--- src/rtl/core/fm_index_backward_search_defines.svh ---
// assertion helpers
`ifndef FM_INDEX_BACKWARD_SEARCH_DEFINES_SVH
`define FM_INDEX_BACKWARD_SEARCH_DEFINES_SVH
`define FMI_ASSERT_IMP(label, ante, cons) \
   label: assert property (@(posedge clock) disable iff (reset) (ante) |-> (cons)) \
      else $error("label failed");
`define FMI_ASSERT_NEXT(label, ante, cons) \
   label: assert property (@(posedge clock) disable iff (reset) (ante) |=> (cons)) \
      else $error("label failed");
`endif

--- src/rtl/core/fmi_pkg.sv ---
package fmi_pkg;
   localparam int INDEX_DEPTH = 65536;
   localparam int IDX_W = $clog2(INDEX_DEPTH);
   localparam int MAX_HITS_OUT = 64;
   localparam int HIT_W = $clog2(MAX_HITS_OUT + 1);
   localparam int ROW_W = 17;
   localparam int LEN_W = 16;
   localparam int QDEPTH = 2;

   localparam logic [1:0] OP_LOAD_TALLY = 2'd0;
   localparam logic [1:0] OP_LOAD_SUFFIX = 2'd1;
   localparam logic [1:0] OP_QUERY = 2'd2;
   localparam logic [1:0] OP_NONE = 2'd3;

   localparam logic [2:0] CSR_COUNT_A = 3'd0;
   localparam logic [2:0] CSR_COUNT_C = 3'd1;
   localparam logic [2:0] CSR_COUNT_G = 3'd2;
   localparam logic [2:0] CSR_COUNT_T = 3'd3;
   localparam logic [2:0] CSR_MODE = 3'd4;

   localparam logic [2:0] BASE_NONE = 3'd4;

   typedef struct packed {
      logic [1:0] op;
      logic [15:0] address;
      logic [ROW_W-1:0] tally_a_value;
      logic [ROW_W-1:0] tally_c_value;
      logic [ROW_W-1:0] tally_g_value;
      logic [ROW_W-1:0] tally_t_value;
      logic [15:0] suffix_value;
      logic [7:0] symbol;
      logic final_symbol;
   } req_type;

   typedef struct packed {
      logic [LEN_W-1:0] match_len;
      logic [ROW_W-1:0] hit_count;
      logic [15:0] location;
      logic location_valid;
      logic truncated;
      logic last;
   } rsp_type;

   // classified item handed from front to back
   typedef struct packed {
      logic [1:0] op;
      logic [IDX_W-1:0] address;
      logic [ROW_W-1:0] tally_a_value;
      logic [ROW_W-1:0] tally_c_value;
      logic [ROW_W-1:0] tally_g_value;
      logic [ROW_W-1:0] tally_t_value;
      logic [15:0] suffix_value;
      logic [2:0] base;
      logic final_symbol;
   } cmd_type;

   function automatic logic [2:0] base_code(input logic [7:0] s);
      case (s)
         8'h61, 8'h41: base_code = 3'd0;
         8'h63, 8'h43: base_code = 3'd1;
         8'h67, 8'h47: base_code = 3'd2;
         8'h74, 8'h54: base_code = 3'd3;
         default: base_code = BASE_NONE;
      endcase
   endfunction
endpackage

--- src/rtl/core/fmi_if.sv ---
interface fmi_req_if;
   logic valid;
   logic ready;
   fmi_pkg::req_type payload;
   modport source(output valid, output payload, input ready);
   modport sink(input valid, input payload, output ready);
endinterface


--- src/rtl/core/fmi_front.sv ---
module fmi_front (
   input logic clock,
   input logic reset,
   fmi_req_if.sink req,
   output logic cmd_valid,
   output fmi_pkg::cmd_type cmd,
   input logic cmd_pop
);
   fmi_pkg::cmd_type q_ff [fmi_pkg::QDEPTH];
   logic wp_ff, wp_in, rp_ff, rp_in;
   logic [1:0] cnt_ff, cnt_in;
   logic push;
   fmi_pkg::cmd_type c;

   always_comb begin
      c.op = req.payload.op;
      c.address = req.payload.address[fmi_pkg::IDX_W-1:0];
      c.tally_a_value = req.payload.tally_a_value;
      c.tally_c_value = req.payload.tally_c_value;
      c.tally_g_value = req.payload.tally_g_value;
      c.tally_t_value = req.payload.tally_t_value;
      c.suffix_value = req.payload.suffix_value;
      c.base = fmi_pkg::base_code(req.payload.symbol);
      c.final_symbol = req.payload.final_symbol;
   end

   assign req.ready = (cnt_ff != 2'd2);
   assign push = req.valid && req.ready && (req.payload.op != fmi_pkg::OP_NONE);
   assign cmd_valid = (cnt_ff != 2'd0);
   assign cmd = q_ff[rp_ff];
   assign wp_in = push ? ~wp_ff : wp_ff;
   assign rp_in = cmd_pop ? ~rp_ff : rp_ff;
   assign cnt_in = cnt_ff + {1'b0, push} - {1'b0, cmd_pop};

   always_ff @(posedge clock) begin
      if (push) q_ff[wp_ff] <= c;
      if (reset) begin
         wp_ff <= 1'b0;
         rp_ff <= 1'b0;
         cnt_ff <= 2'd0;
      end else begin
         wp_ff <= wp_in;
         rp_ff <= rp_in;
         cnt_ff <= cnt_in;
      end
   end
endmodule

--- src/flat_wrapper.sv ---
// flat-port wrapper written by rule: the top's interface ports become plain ports
module fmi_front_flat 
  (clock, reset, cmd_valid, cmd, cmd_pop, req_valid, req_payload, req_ready);
  fmi_req_if req_i ();
  input logic clock;
  input logic reset;
  output logic cmd_valid;
  output fmi_pkg::cmd_type cmd;
  input logic cmd_pop;
  input wire logic [$bits(req_i.valid)-1:0] req_valid;
  input wire logic [$bits(req_i.payload)-1:0] req_payload;
  output wire logic [$bits(req_i.ready)-1:0] req_ready;
  assign req_i.valid = req_valid;
  assign req_i.payload = req_payload;
  assign req_ready = req_i.ready;
  fmi_front u_core (.clock(clock), .reset(reset), .req(req_i), .cmd_valid(cmd_valid), .cmd(cmd), .cmd_pop(cmd_pop));
endmodule
--- config.mk ---
export PLATFORM = sky130hd
export DESIGN_NAME = fmi_front_flat
export DESIGN_NICKNAME = d
export VERILOG_FILES = /design/src/rtl/core/fm_index_backward_search_defines.svh /design/src/rtl/core/fmi_pkg.sv /design/src/rtl/core/fmi_if.sv /design/src/rtl/core/fmi_front.sv /design/src/flat_wrapper.sv
export SDC_FILE = /design/constraint.sdc
export NUM_CORES = 1
export LEC_CHECK = 0
export ABC_AREA = 1
export BUFFER_PORTS_ARGS = -buffer_cell sky130_fd_sc_hd__buf_4
export CORE_ASPECT_RATIO = 0.6
export CORE_MARGIN = 2
export CORE_UTILIZATION = 52
export CTS_CLUSTER_DIAMETER = 120
export CTS_CLUSTER_SIZE = 10
export DETAILED_ROUTE_END_ITERATION = 8
export HOLD_SLACK_MARGIN = 0.02
export PLACE_DENSITY = 0.79
export SLEW_MARGIN = 30
export SYNTH_ARGS = -nofsm -noshare
export SYNTH_HDL_FRONTEND = slang
export SYNTH_SLANG_ARGS = --single-unit
--- constraint.sdc ---
create_clock -name clock -period 13.6 [get_ports clock]
set_clock_uncertainty 0.1 [all_clocks]
set_input_delay 2.72 -clock clock [delete_from_list [all_inputs] [get_ports clock]]
set_output_delay 2.72 -clock clock [all_outputs]
set_load 0.005 [all_outputs]
* After elaboration in Yosys (flattened, before gate mapping)
Memories as Yosys holds them, arrays and structs flattened. A register that Yosys moved wholly into a read port is not among the register bits.
Index checks and enable logic that the tools add are counted.
** Cells by class
- Eq/ne operators :: 10
- Mux-type cells :: 5
- Reduce and logical (&&, ||, !) cells :: 7
- Add/sub/neg operators :: 2
- Bitwise operators :: 2
** Operator list (number)
- equality test 8 x 7 -> 1 bit, second input constant :: 8
- case mux 3 bit (4 select lines) :: 1
- OR reduction 2 bit :: 4
- 2-to-1 mux 1 bit :: 4
- != test 2 bit, second input constant :: 2
- adder 2 x 1 -> 2 bit :: 1
- logical AND 1 bit :: 2
- NOT 1 bit :: 2
- nonzero test 2 bit :: 1
- subtractor 2 x 1 -> 2 bit :: 1
** Word-level totals
- Output and inout bits :: 108
- Word-level logic and storage cells :: 30
- RAM bits :: 212
- Memories kept :: 1
- Flip-flop bits (word level) :: 4
** Memory list
- u_core.q_ff :: words 2, bits a word 106, rd ports 1, clocked after Yosys merged registers in 1, write ports 1, RTL line fmi_front.sv:9 : fmi_pkg::cmd_type q_ff [fmi_pkg::QDEPTH];

* Depth between registers and ports, before layout
- Word-level depth :: 5
- Mapped depth :: 8
- Gate-level depth less buffers :: 8

* Worst setup path before layout
No wires, ideal clock.
- Kind :: in2reg
- From :: input req_payload[110]
- To :: memory u_core.q_ff[0][0] in the netlist's numbering, enable pin
- Arrival :: 10.007 ns
- Stages :: 3
- Library setup time :: 0.700 ns
- Data required time :: 12.800 ns
- Slack :: 2.792 ns
- Cells stage by stage :: nand2_1 nand2_1 nor3_1
** Between the ends
- Cells in the longest elaborated chain, start to end :: 4
** RTL lines
- from (decl) :: RTL line flat_wrapper.sv:11 : input wire logic [$bits(req_i.payload)-1:0] req_payload;
- != test 2 bit :: RTL line fmi_front.sv:28 : assign push = req.valid && req.ready && (req.payload.op != fmi_pkg::OP_NONE);
- logical AND 1 bit :: RTL line fmi_front.sv:28
- 2-to-1 mux 1 bit :: RTL line fmi_front.sv:36 : if (push) q_ff[wp_ff] <= c;
- 2-to-1 mux 1 bit (not written as such) :: RTL line fmi_front.sv:36
- to (decl) :: RTL line fmi_front.sv:9
Every way passes these cells.

==> impl_metrics.env <==
export IMPL_cts_resized_gates=0
export IMPL_powerDensity_nw_per_um2=147
export IMPL_die_x_um=166
export IMPL_synthCells=387
export IMPL_nets=745
export IMPL_hpwl_um=10200
export IMPL_vias_per_cell=5.06
export IMPL_vdd_drop_max_v=0.000118
export IMPL_synth_area_per_cell_um2=21.0
export IMPL_power_total_uw=1560
export IMPL_cpMostUsedCell="buf_4"
export IMPL_gp_congestion=0.754
export IMPL_antenna_found_initial=0
export IMPL_tns_ns=0
export IMPL_ios=223
export IMPL_maxSlewViolCount=0
export IMPL_dr_pass1_iters=4
export IMPL_hold_depth=2
export IMPL_power_switching_uw=325
export IMPL_core_area_um2=15300
export IMPL_dr_total_vias=4242
export IMPL_rr_endpoint="u_core.q_ff[0][68]"
export IMPL_portBuffers=221
export IMPL_synth_top_area_cell="edfxtp_1"
export IMPL_grt_pass1_wl_um=22600
export IMPL_netlist_area_um2=8140
export IMPL_fp_dieH_um=101
export IMPL_setup_viol=0
export IMPL_grt_use_total_pct=17.8
export IMPL_max_freq_ghz=0.178
export IMPL_cts_clk_slew_worst_paths_ns=0.05
export IMPL_wl_per_cell_um=18.2
export IMPL_synthTopCellsByArea="edfxtp_1 (78%), mux2_2 (9.1%), mux2_4 (7.4%), dfxtp_1 (1.2%), buf_6 (0.83%)"
export IMPL_seq_power_share_pct=51.6
export IMPL_drc=0
export IMPL_hold_viol=0
export IMPL_cts_path_max_buffers=3
export IMPL_post_route_cells_drive_above_1_share_pct=56.9
export IMPL_ys_top_cells_by_count="edfxtp_1 (212), mux2_2 (66), mux2_4 (40), nand2_1 (15), inv_1 (13)"
export IMPL_critical_path_slowest_cell="dfxtp_4"
export IMPL_p_leak_uw=0.00413
export IMPL_grt_pass1_vias=4360
export IMPL_synth_edf_count=212
export IMPL_intPower_uw=1240
export IMPL_endpoint_kind="primary output"
export IMPL_ys_seq_elements=217
export IMPL_whs_ns=0.432
export IMPL_post_dp_cell_area_um2=10000
export IMPL_synthAdderAreaFrac_pct=0.307
export IMPL_reg2reg_depth=5
export IMPL_detail_route_iter0_violations=260
export IMPL_clkPwrFrac_pct=35.5
export IMPL_cts_tree="yes"
export IMPL_synth_compound_area_share_pct=0.0615
export IMPL_post_cts_buffers=0
export IMPL_rsz0062_at_grt="false"
export IMPL_utilization_pct=69.6
export IMPL_r2r_start="u_core.cnt_ff[1]"
export IMPL_critPathLaunchType="flop"
export IMPL_async_reset_ff_share_pct=0
export IMPL_cp_cell_sequence="buf_4 > mux2_2 > buf_4"
export IMPL_synth_top_family_by_area="multiplexers"
export IMPL_period_share_pct=41.3
export IMPL_cts_max_level=1
export IMPL_outcome="completed"
export IMPL_grt_max_degree=89
export IMPL_synth_flop_cell="edfxtp_1"
export IMPL_rows=35
export IMPL_diodes=0
export IMPL_area_growth_pct=31.1
export IMPL_holdCritStartpoint="u_core.rp_ff"
export IMPL_routed_wl_um=15300
export IMPL_design_area_um2=10700
export IMPL_ys_seq_area_share_pct=79.4
export IMPL_switching_share_pct=20.8
export IMPL_arrival_ns=2.80
export IMPL_synth_most_common_cell="edfxtp_1"
export IMPL_synth_top_area_share_pct=78.2
export IMPL_pwr_share_comb_pct=12.9
export IMPL_synthMuxAreaShare_pct=16.5
export IMPL_syn_nets=504
export IMPL_cp_required_ns=10.78
export IMPL_grt_ovfl_total=0
export IMPL_max_slew_margin_pct=40.1
export IMPL_ctsHoldBuffers=0
export IMPL_cpPeakStageDelay_ns=0.84
export IMPL_path_max_fanout=58
export IMPL_layout_min_cycle_time_ns=5.62
export IMPL_start_util_pct=53.1
export IMPL_worst_pin_slew_ns=0.898
export IMPL_ys_warnings_count=0
export IMPL_drt_antenna_violating_nets=0
export IMPL_dieArea_um2=16700
export IMPL_cts_root_buf="clkbuf_16"
export IMPL_synth_xor_area_share_pct=0.108
export IMPL_r2r_slack_ns=11.25
export IMPL_ys_types=16
export IMPL_critPathKind="flop to primary output"
export IMPL_clock_sinks=217
export IMPL_drv_cap=0
export IMPL_synth_simple_area_share_pct=1.80
export IMPL_clkLatencyLatePin_ns=0.49
export IMPL_numCtsBuffers=25
export IMPL_min_path_type="flop to flop"
[kinds of logic after synthesis]
kind of cell,after synthesis
flops,217
mux,106
simple gates,35
buf+inv,25
fa+ha+maj,2
compound gates,1
xor+xnor,1
[worst max path at each step]
stage                                start           endpoint  slack (ns)  depth (start not counted)
after floorplan           req_payload[110]  u_core.q_ff[0][0]        2.79                          3
after global placement                flop             cmd[2]        8.50                          3
after detailed placement              flop             cmd[3]        8.47                          3
after CTS                             flop             cmd[3]        7.95                          3
after global routing                  flop             cmd[3]        7.84                          3
final                                 flop             cmd[3]        7.98                          3
[state kept, by name, summed over array words and instances, names as in the netlist, named ones only]
name           cells
u_core.wp_ff       1
u_core.cnt_ff      2
u_core.rp_ff       1
u_core.q_ff      212
[power by group through the flow]
stage               Combinational, uW  Sequential, uW  Clock (uW)
floorplan                         101             821           0
global placement                  199             818           0
detailed placement                204             822           0
CTS                               205             808         568
global route                      219             812         595
finish                            202             808         555
[critical path: cells and delay by family (launching register included)]
kind	cells	cell delay (ns)
buf+inv	2	0.97
mux	1	0.42
flops	1	0.84
[layout by cell type (no fill, tap or decap)]
cell type    n
edfxtp_1   212
buf_4      225
clkbuf_16   25
nor3_2       1
a21oi_1      1
buf_6        1
dfxtp_4      1
inv_4        1
xnor2_1      1
nand2_1     15
nor2_1      12
inv_1       12
clkbuf_1     9
nand4_1      3
ha_1         2
mux2_4      40
nand3_1      3
dfxtp_1      4
or2_2        1
clkinv_2     1
mux2_2      66
[layout make-up]
class,instances,area (um2)
flip-flops and latches,217,6470
multi-input cells,145,1530
repair buffers,226,1700
inverters,13,51.3
well taps,203,254
fillers,982,4650
clock inverters,1,5.00
clock buffers,34,659
[metrics by stage]
stage	setup slack [ns]	instances
2_1_floorplan	2.79	387
3_3_place_gp	8.50	804
3_5_place_dp	8.47	804
4_1_cts	7.95	839
5_1_grt	7.84	839
6_report	7.98	839
[per-layer routing]
metal	part of all wire, %	wire length [um]	up-vias	GRT usage [%]
li1	-	-	1970	-
met1	40	6090	2062	22.4
met2	47	7160	183	28.8
met3	11	1720	27	7.32
met4	2.2	335	0	5.04
met5	0	0	-	0
No activity file was read; power rests on OpenSTA's default activity.
